File: src/mpes_pkg.sv
// ============================================================================
// mpes_pkg
// Shared widths, payload structs and controller/datapath command types for
// the multi-period event scheduler.
// ============================================================================
package mpes_pkg;

    // Field widths
    localparam int DATA_W    = 32;
    localparam int TIME_W    = 48;
    localparam int MASK_W    = 4;

    // Configuration: one period register per addressable channel
    localparam int NUM_REGS  = 4;
    localparam int CFG_IDX_W = 2;

    // Default channel count
    localparam int CHANNELS_DEF = 4;

    // Operation codes
    localparam logic OP_PASS   = 1'b0;
    localparam logic OP_RESYNC = 1'b1;

    // Input transaction payload
    typedef struct packed {
        logic              opcode;
        logic [DATA_W-1:0] busy_time;
    } in_item_t;

    // Output transaction payload
    typedef struct packed {
        logic [MASK_W-1:0] fire_mask;
        logic [DATA_W-1:0] next_due;
        logic [DATA_W-1:0] advance;
        logic [TIME_W-1:0] now_time;
    } out_item_t;

    // Controller to datapath commands
    typedef struct packed {
        logic take_in;    // capture input transaction
        logic resync;     // reload accumulators from periods
        logic clear;      // start a pass: channel 0, clear mask and minimum
        logic mod_start;  // load remainder unit with current accumulator
        logic mod_step;   // one restoring step of the remainder unit
        logic eval_acc;   // fold p - acc of current channel into minimum
        logic eval_rem;   // write back remainder, fire, fold p - rem
        logic step_ch;    // advance channel counter (wraps after last)
        logic calc_adv;   // pick advance amount
        logic add_ch;     // saturating add on current channel
        logic add_time;   // advance time counter
        logic load_out;   // move result into output register
    } dp_cmd_t;

    // Datapath status back to the controller
    typedef struct packed {
        logic opcode;     // captured opcode
        logic active;     // current channel has nonzero period
        logic due;        // current accumulator reached its period
        logic mod_last;   // final remainder step
        logic ch_last;    // current channel is the last one
    } dp_stat_t;

endpackage

File: src/mpes_ctrl.sv
// ============================================================================
// mpes_ctrl
// Sequencing state machine: walks the channels, drives the remainder unit,
// and owns the input/output handshake flags.
// ============================================================================
module mpes_ctrl
    import mpes_pkg::*;
(
    input  logic     clk,
    input  logic     rst_n,
    input  logic     in_valid,
    output logic     in_ready,
    output logic     out_valid,
    input  logic     out_ready,
    input  dp_stat_t stat,
    output dp_cmd_t  cmd
);

    localparam logic [2:0] S_IDLE  = 3'd0;
    localparam logic [2:0] S_START = 3'd1;
    localparam logic [2:0] S_CHECK = 3'd2;
    localparam logic [2:0] S_MOD   = 3'd3;
    localparam logic [2:0] S_REM   = 3'd4;
    localparam logic [2:0] S_ADV   = 3'd5;
    localparam logic [2:0] S_ADD   = 3'd6;
    localparam logic [2:0] S_DONE  = 3'd7;

    logic [2:0] state_reg, state_next;
    logic       out_valid_reg, out_valid_next;
    logic       out_free;

    assign out_free  = !out_valid_reg || out_ready;
    assign in_ready  = (state_reg == S_IDLE);
    assign out_valid = out_valid_reg;

    // Next state and command decode
    always_comb
    begin
        state_next = state_reg;
        cmd        = '0;
        case (state_reg)
            S_IDLE:
            begin
                if (in_valid)
                begin
                    cmd.take_in = 1'b1;
                    state_next  = S_START;
                end
            end
            S_START:
            begin
                if (stat.opcode == OP_RESYNC)
                begin
                    cmd.resync = 1'b1;
                    state_next = S_DONE;
                end
                else
                begin
                    cmd.clear  = 1'b1;
                    state_next = S_CHECK;
                end
            end
            S_CHECK:
            begin
                if (stat.active && stat.due)
                begin
                    cmd.mod_start = 1'b1;
                    state_next    = S_MOD;
                end
                else
                begin
                    cmd.eval_acc = stat.active;
                    cmd.step_ch  = 1'b1;
                    state_next   = stat.ch_last ? S_ADV : S_CHECK;
                end
            end
            S_MOD:
            begin
                cmd.mod_step = 1'b1;
                if (stat.mod_last)
                    state_next = S_REM;
            end
            S_REM:
            begin
                cmd.eval_rem = 1'b1;
                cmd.step_ch  = 1'b1;
                state_next   = stat.ch_last ? S_ADV : S_CHECK;
            end
            S_ADV:
            begin
                cmd.calc_adv = 1'b1;
                state_next   = S_ADD;
            end
            S_ADD:
            begin
                cmd.add_ch  = 1'b1;
                cmd.step_ch = 1'b1;
                if (stat.ch_last)
                begin
                    cmd.add_time = 1'b1;
                    state_next   = S_DONE;
                end
            end
            S_DONE:
            begin
                if (out_free)
                begin
                    cmd.load_out = 1'b1;
                    state_next   = S_IDLE;
                end
            end
            default:
            begin
                state_next = S_IDLE;
            end
        endcase
    end

    // Output valid flag
    always_comb
    begin
        out_valid_next = out_valid_reg;
        if (out_valid_reg && out_ready)
            out_valid_next = 1'b0;
        if (cmd.load_out)
            out_valid_next = 1'b1;
    end

    always_ff @(posedge clk or negedge rst_n)
    begin
        if (!rst_n)
        begin
            state_reg     <= S_IDLE;
            out_valid_reg <= 1'b0;
        end
        else
        begin
            state_reg     <= state_next;
            out_valid_reg <= out_valid_next;
        end
    end

endmodule

File: src/mpes_dp.sv
// ============================================================================
// mpes_dp
// Datapath: period registers, per-channel accumulators, a bit-serial
// remainder unit, minimum tracking, time counter and output register.
// ============================================================================
module mpes_dp
    import mpes_pkg::*;
#(
    parameter int CHANNELS = CHANNELS_DEF
)
(
    input  logic                 clk,
    input  logic                 rst_n,
    input  in_item_t             in_data,
    output out_item_t            out_data,
    input  logic                 cfg_we,
    input  logic [CFG_IDX_W-1:0] cfg_index,
    input  logic [DATA_W-1:0]    cfg_data,
    input  dp_cmd_t              cmd,
    output dp_stat_t             stat
);

    localparam int CH_W  = (CHANNELS > 1) ? $clog2(CHANNELS) : 1;
    localparam int BIT_W = $clog2(DATA_W);

    logic [DATA_W-1:0] period_reg [NUM_REGS];
    logic [DATA_W-1:0] acc_reg    [CHANNELS];
    logic [DATA_W-1:0] acc_next   [CHANNELS];
    logic [DATA_W-1:0] chan_per   [CHANNELS];

    logic [CH_W-1:0]   ch_reg, ch_next;
    logic [DATA_W-1:0] rem_reg, rem_next;
    logic [DATA_W-1:0] dvd_reg, dvd_next;
    logic [BIT_W-1:0]  bit_reg, bit_next;
    logic [DATA_W-1:0] min_reg, min_next;
    logic              any_reg, any_next;
    logic [MASK_W-1:0] mask_reg, mask_next;
    logic [DATA_W-1:0] adv_reg, adv_next;
    logic [DATA_W-1:0] busy_reg, busy_next;
    logic              op_reg, op_next;
    logic [TIME_W-1:0] time_reg, time_next;
    out_item_t         out_reg, out_next;

    logic [DATA_W-1:0] cur_per;
    logic [DATA_W-1:0] cur_acc;
    logic [DATA_W:0]   trial;
    logic [DATA_W:0]   sat_sum;
    logic [DATA_W-1:0] left_val;
    logic              resync_any;

    // Channel periods: channels without a register stay disabled
    for (genvar g = 0; g < CHANNELS; g++)
    begin : g_per
        if (g < NUM_REGS)
        begin : g_reg
            assign chan_per[g] = period_reg[g];
        end
        else
        begin : g_off
            assign chan_per[g] = '0;
        end
    end

    assign cur_per = chan_per[ch_reg];
    assign cur_acc = acc_reg[ch_reg];

    // Restoring remainder step
    assign trial = {rem_reg, dvd_reg[DATA_W-1]};

    // Time left for the current channel, from accumulator or fresh remainder
    assign left_val = cur_per - (cmd.eval_rem ? rem_reg : cur_acc);

    // Saturating add for the advance phase
    assign sat_sum = {1'b0, cur_acc} + {1'b0, adv_reg};

    always_comb
    begin
        resync_any = 1'b0;
        for (int i = 0; i < CHANNELS; i++)
            if (chan_per[i] != '0)
                resync_any = 1'b1;
    end

    // Status to controller
    assign stat.opcode   = op_reg;
    assign stat.active   = (cur_per != '0);
    assign stat.due      = (cur_acc >= cur_per);
    assign stat.mod_last = (bit_reg == BIT_W'(DATA_W-1));
    assign stat.ch_last  = (ch_reg == CH_W'(CHANNELS-1));

    assign out_data = out_reg;

    // Next-state logic
    always_comb
    begin
        ch_next   = ch_reg;
        rem_next  = rem_reg;
        dvd_next  = dvd_reg;
        bit_next  = bit_reg;
        min_next  = min_reg;
        any_next  = any_reg;
        mask_next = mask_reg;
        adv_next  = adv_reg;
        busy_next = busy_reg;
        op_next   = op_reg;
        time_next = time_reg;
        out_next  = out_reg;
        for (int i = 0; i < CHANNELS; i++)
            acc_next[i] = acc_reg[i];

        if (cmd.take_in)
        begin
            op_next   = in_data.opcode;
            busy_next = in_data.busy_time;
        end

        // Resync: every accumulator reloads its period
        if (cmd.resync)
        begin
            for (int i = 0; i < CHANNELS; i++)
                acc_next[i] = chan_per[i];
            mask_next = '0;
            adv_next  = '0;
            min_next  = resync_any ? '0 : '1;
        end

        if (cmd.clear)
        begin
            ch_next   = '0;
            mask_next = '0;
            min_next  = '1;
            any_next  = 1'b0;
        end

        // Remainder unit
        if (cmd.mod_start)
        begin
            rem_next = '0;
            dvd_next = cur_acc;
            bit_next = '0;
        end
        if (cmd.mod_step)
        begin
            if (trial >= {1'b0, cur_per})
                rem_next = DATA_W'(trial - {1'b0, cur_per});
            else
                rem_next = trial[DATA_W-1:0];
            dvd_next = {dvd_reg[DATA_W-2:0], 1'b0};
            bit_next = bit_reg + 1'b1;
        end

        // Fold time-to-due of current channel into minimum
        if (cmd.eval_acc || cmd.eval_rem)
        begin
            any_next = 1'b1;
            if (left_val < min_reg)
                min_next = left_val;
        end

        // Fired channel: keep remainder and flag it
        if (cmd.eval_rem)
        begin
            acc_next[ch_reg] = rem_reg;
            for (int i = 0; i < MASK_W; i++)
                if (i < CHANNELS && ch_reg == CH_W'(i))
                    mask_next[i] = 1'b1;
        end

        if (cmd.calc_adv)
        begin
            if (!any_reg)
                adv_next = '0;
            else if (busy_reg < min_reg)
                adv_next = min_reg;
            else
                adv_next = busy_reg;
        end

        if (cmd.add_ch && cur_per != '0)
            acc_next[ch_reg] = sat_sum[DATA_W] ? '1 : sat_sum[DATA_W-1:0];

        if (cmd.add_time)
            time_next = time_reg + TIME_W'(adv_reg);

        if (cmd.step_ch)
            ch_next = (ch_reg == CH_W'(CHANNELS-1)) ? '0 : ch_reg + 1'b1;

        if (cmd.load_out)
        begin
            out_next.fire_mask = mask_reg;
            out_next.next_due  = min_reg;
            out_next.advance   = adv_reg;
            out_next.now_time  = time_reg;
        end
    end

    // Architectural state
    always_ff @(posedge clk or negedge rst_n)
    begin
        if (!rst_n)
        begin
            for (int i = 0; i < NUM_REGS; i++)
                period_reg[i] <= '0;
            for (int i = 0; i < CHANNELS; i++)
                acc_reg[i] <= '0;
            time_reg <= '0;
            ch_reg   <= '0;
            bit_reg  <= '0;
            op_reg   <= OP_PASS;
        end
        else
        begin
            if (cfg_we)
                period_reg[cfg_index] <= cfg_data;
            for (int i = 0; i < CHANNELS; i++)
                acc_reg[i] <= acc_next[i];
            time_reg <= time_next;
            ch_reg   <= ch_next;
            bit_reg  <= bit_next;
            op_reg   <= op_next;
        end
    end

    // Working and payload registers
    always_ff @(posedge clk)
    begin
        rem_reg  <= rem_next;
        dvd_reg  <= dvd_next;
        min_reg  <= min_next;
        any_reg  <= any_next;
        mask_reg <= mask_next;
        adv_reg  <= adv_next;
        busy_reg <= busy_next;
        out_reg  <= out_next;
    end

endmodule

File: src/multi_period_event_scheduler.sv
// Sequence: a resync transaction reloads the accumulators, then loads the result.
// Scheduling pass: clear, check each channel (a due one runs a 32-step remainder
// and a write-back), pick the advance, add it per channel and to time, load result.
// Flow: one transaction at a time; the next is accepted once the result
// is in the output register, which holds it until taken.
// Reset: periods, accumulators and time counter clear to zero; no result pending.
// ============================================================================
// multi_period_event_scheduler
// Multi-channel periodic timer: fires due channels, reduces their
// accumulators modulo the period and advances active channels and a time counter.
// ============================================================================
module multi_period_event_scheduler
    import mpes_pkg::*;
#(
    parameter int CHANNELS = CHANNELS_DEF
)
(
    input  logic                 clk,
    input  logic                 rst_n,
    input  logic                 in_valid,
    output logic                 in_ready,
    input  in_item_t             in_data,
    output logic                 out_valid,
    input  logic                 out_ready,
    output out_item_t            out_data,
    input  logic                 cfg_we,
    input  logic [CFG_IDX_W-1:0] cfg_index,
    input  logic [DATA_W-1:0]    cfg_data
);

    dp_cmd_t  cmd;
    dp_stat_t stat;

    // Sequencer
    mpes_ctrl u_ctrl (
        .clk       (clk),
        .rst_n     (rst_n),
        .in_valid  (in_valid),
        .in_ready  (in_ready),
        .out_valid (out_valid),
        .out_ready (out_ready),
        .stat      (stat),
        .cmd       (cmd)
    );

    // Datapath
    mpes_dp #(
        .CHANNELS (CHANNELS)
    ) u_dp (
        .clk       (clk),
        .rst_n     (rst_n),
        .in_data   (in_data),
        .out_data  (out_data),
        .cfg_we    (cfg_we),
        .cfg_index (cfg_index),
        .cfg_data  (cfg_data),
        .cmd       (cmd),
        .stat      (stat)
    );

endmodule

File: config.mk
export PLATFORM = sky130hd
export DESIGN_NAME = multi_period_event_scheduler
export DESIGN_NICKNAME = d
export VERILOG_FILES = /design/src/mpes_pkg.sv /design/src/mpes_ctrl.sv /design/src/mpes_dp.sv /design/src/multi_period_event_scheduler.sv
export SDC_FILE = /design/constraint.sdc
export NUM_CORES = 2
export LEC_CHECK = 0
export ABC_AREA = 1
export BUFFER_PORTS_ARGS = -buffer_cell sky130_fd_sc_hd__buf_2
export CORE_MARGIN = 5
export CORE_UTILIZATION = 40
export DETAILED_ROUTE_END_ITERATION = 12
export GPL_ROUTABILITY_DRIVEN = 0
export GPL_TIMING_DRIVEN = 0
export SYNTH_ARGS = -nofsm -noshare
export SYNTH_HDL_FRONTEND = slang
export SYNTH_SLANG_ARGS = --single-unit
File: constraint.sdc
create_clock -name clk -period 6.43 [get_ports clk]
set_input_delay 1.929 -clock clk [delete_from_list [all_inputs] [get_ports clk]]
set_output_delay 1.929 -clock clk [all_outputs]
set_load 0.05 [all_outputs]
Word-level counts from Yosys, hierarchy flattened:

Cells that the tools add are included.

* register bits after elaboration: 597
* input port bits: 72
* output and inout bits: 118

* $add $sub $neg: 6
* reduce and logical (&&, ||, !) cells: 21
* magnitude comparators: 8
* bitwise operators: 2
* eq/ne operators: 15
* mux-type cells: 76

Operators with widths (number)
* $mux 32: 22
* $bwmux 128: 3
* $mux 128: 3
* $reduce_bool 32->1: 5
* $bmux 32 s2: 2
* $demux 32 s2: 2
* $lt 32x32->1: 2
* $sub 32x32->32: 2
* $add 48x32->48: 1
* $add 32x32->33: 1
* $ge 33x32->1: 1
* $ge 32x32->1: 1
* $mux 1: 25
* $pmux 3 s8: 1
* $mux 3: 7
* $eq 3x3->1 const B: 4
* $mux 4: 3
* $mux 2: 5
* $mux 5: 2
* $reduce_bool 2->1: 4
* $eq 3x2->1 const B: 2
* $ge 3x3->1 const B: 2
* $lt 3x1->1 const B: 2
* $not 2->3: 2
* 16 further kinds: 24

Logic depth before layout (Yosys ltp):

* word-level depth: 10
* gate-level depth with buffers: 34

Cells and area by module:

From an unflattened synthesis, not the netlist that was laid out.

* cells, all modules: 5820
* area, all modules: 40362.5 um^2

By module, submodules not included
* mpes_dp: times used 1, sequential area each 15865.2 um^2, area each 39924.5 um^2, cells each 5739
* mpes_ctrl: times used 1, sequential area each 100.1 um^2, area each 437.9 um^2, cells each 81

Least setup slack after synthesis:

Ideal clock, no wire load.

* path kind: input -> register
* from: input out_ready
* to: register u_dp.out_reg (netlist bit u_dp.out_data[0]) (enable)
* path slack: -0.945 ns
* setup time: 0.592 ns
* data required time: 5.838 ns
* arrival time: 6.784 ns
* path buffers: 0
* cell stages on the path: 2
* path through: nor2_1 nor2_1

RTL lines
* from (decl): line multi_period_event_scheduler.sv:24 `input logic out_ready,`
* to (signal assigned): line mpes_dp.sv:234 `out_reg <= out_next;`
* to (decl): line mpes_dp.sv:42 `out_item_t out_reg, out_next;`

Worst setup path after layout:

* from: register u_dp.ch_reg[0]
* to: register u_dp.min_reg[29]

* longest elaborated chain between the ends: 10

Ends and longest elaborated chain
* from (decl): line mpes_dp.sv:31 `logic [CH_W-1:0] ch_reg, ch_next;`
* from (signal assigned): line mpes_dp.sv:218 `ch_reg <= ch_next;`
* $not 2->3 (implied by the code) (*): line mpes_dp.sv:64, mpes_dp.sv:65
* branches (longest 8 deep; another with $sub 32x32->32)
* $mux 32 (*): line mpes_dp.sv:153 `if (cmd.eval_acc || cmd.eval_rem)`
* via u_dp.min_next[29]: line mpes_dp.sv:35 `logic [DATA_W-1:0] min_reg, min_next;`
* to (signal assigned): line mpes_dp.sv:229 `min_reg <= min_next;`
* to (decl): line mpes_dp.sv:35

Mark *: on every way through the listed nets, which the timed path passes. The select of a mux whose other input is x is not followed.
A chain may end at the register's enable or synchronous reset.

==> metrics.txt <==
outcome=completed; die extent in x=between 300 and 400 µm; layout cell share with drive strength beyond 1=7.96%; number of global-route vias before repair=36700; Post-Route M1 WL=~65 mm; Post-Syn Nets=about 5700; Most used DFF post-synth=dfrtp_1; minimum clock period after layout=6.11 ns; GRT Total Usage=28.8%; Yosys warnings=0; Core Box Area=0.0981 mm²; post_cts resized=10; Unique masters post-synth=54; synthesized cell area=0.0395 mm²; CTS tree=yes; clock insertion delay at the later pin of the skew report=0.66 ns; PortBufs=189; Initial Utilization=between 40% and 50%; CP bufs+invs=6; Post-CTS Setup Inserts=0; commonest non-fill, non-tap cell in the layout=nand2_1; std cell rows=between 100 and 150; FF/Latch Area=between 0.015 and 0.02 mm²; clock-pin slew on the worst setup and hold paths=~0.06 ns; share of the synthesized area in the top cell type=around 20%; Final period util=between 90% and 100%; Worst Tran Pin Value=around 1.3 ns; RSZ-0062 raised after global routing=no; clk root buf=clkbuf_16; Gate Count Post-Synth=around 5400; CP Class=flip-flop to flip-flop; Clock Sinks=slightly below 600; total vias in the final route=40000; met3 WL=about 16 mm; die area=between 0.1 and 0.15 mm²; TNS Setup=0 ns; commonest non-fill, non-tap cells in the layout=1710 x nand2_1, 516 x inv_1, 491 x o21ai_0; Post-synth ARST share=52.9%; H-Tree Depth=3; CTS Hold Buffers Added=0; sequential share of the synthesized area=about two fifths; syn avg cell area=between 7 and 8 µm²; max-slew violations=0; CTS Buf Count=69; final-layout fill cell count=10000; first-pass GRT wire length=229 mm; top routing layer in use=met4; area leader, netlist=dfrtp_1; total iterations of the first detailed-routing run=7; Slew Limit Headroom=10.3%; Final Util=45.7%; HP Class=flip-flop to flip-flop; CP max FO=10; drt drc=0; Min Hold Slack=around 0.44 ns; routed length per instance=about 22 µm; Vias/cell=between 5 and 6; area of the multi-input gates=about 0.021 mm²; Post-synth EDFFs=243; number of antenna violations at the first check in global routing=4; GR Overflow Total=0; Detailed Route Iter0 Violations=~5400; synth-to-layout area growth=13.5%; die span in y=about 320 µm; final setup vio count=0; most frequent CP cell=nand2_1; slowest CP cell=ha_1; max-cap violations=0; crit start category=flip-flop; half-perimeter wire length after placement=between 100 and 150 mm; clock skew=0.0314 ns; main area contributors after synthesis=dfrtp_1 20%, edfxtp_1 18%, nand2_1 16%; final hold vios=0; # IOs=between 150 and 200; Crit. End Element=flip-flop; met2 WL=roughly 67 mm; WL final=~160 mm; Yosys reg bits=597; f_max=around 160 MHz; maximum clock insertion buffer count=3; Routed Antenna Nets=0; Crit path max-delay family=simple AND/OR/NAND/NOR gates; largest net degree at the start of global routing=121; largest stage delay on the critical path=around 0.47 ns; crit path DAT=6.69 ns; # nets final=6016; CP Data Required Time=roughly 7 ns
-- worst paths after layout --
kind,startpoint,to,slack (ns),depth (start not counted)
max in group asynchronous,rst_n,u_dp.acc_reg[77]$_DFF_PN0_,4.09,3
min in group asynchronous,rst_n,u_dp.chan_per[89]$_DFFE_PN0P_,1.14,1
worst min register to register,u_dp.mask_reg[1]$_DFF_P_,u_dp.out_data[113]$_DFFE_PP_,0.44,0
worst max register to register,u_dp.ch_reg[0]$_DFFE_PN0P_,u_dp.min_reg[29]$_DFF_P_,0.32,28
worst min-delay path,u_dp.mask_reg[1]$_DFF_P_,u_dp.out_data[113]$_DFFE_PP_,0.44,0
worst max-delay path,u_dp.ch_reg[0]$_DFFE_PN0P_,u_dp.min_reg[29]$_DFF_P_,0.32,28
-- area by class of cell --
class,instances,share of cell area (%)
multi-input cells,4099,46.4
flip-flops and latches,597,35.6
inverters,527,4.43
clock buffers,94,4.22
well taps,1287,3.59
repair buffers,197,2.56
plain buffers,222,2.49
clock inverters,32,0.726
diodes,1,0.00558
-- layer usage --
metal	track usage, %	up-vias
met3	7.18	409
met5	0	-
met4	13.2	0
met2	43.7	2086
li1	-	18600
met1	38.9	18900
-- cell usage after synthesis (all sizes together), types with 20 or more instances --
library cell / instances
o211ai: 81
nand4: 54
xor2: 51
clkbuf: 136
nand3: 412
buf: 86
edfxtp: 243
o21ai: 587
dfxtp: 38
dfrtp: 316
o22ai: 52
inv: 526
nand2: 1717
a21oi: 254
xnor2: 20
ha: 227
nor3: 49
nor2: 498
-- cells by family (layout without fill, tap and decap cells) --
family,count (synthesis),in the layout,synth area share (%)
other,0,1,0
buffers and inverters,749,1072,7.80
xor gates and xnor gates,71,71,1.57
DFF,597,597,40.4
AOI/OAI and AO/OA,1027,1027,14.0
adders and majority gates,231,231,7.39
and+or+nand+nor,2770,2770,28.8
-- stage by stage --
step                      instances  setup slack, ns  cell area [µm²]
after global placement         6921            -3.15            42100
final                          7056            0.325            44800
after CTS                      7055          0.00507            44600
after global routing           7055           0.0123            44800
after detailed placement       6929           -0.312            42300
after floorplan                5445            0.986            39500
Power is not shown: default switching activity piles up to over one toggle a cycle in this logic, so the estimate is an artifact.
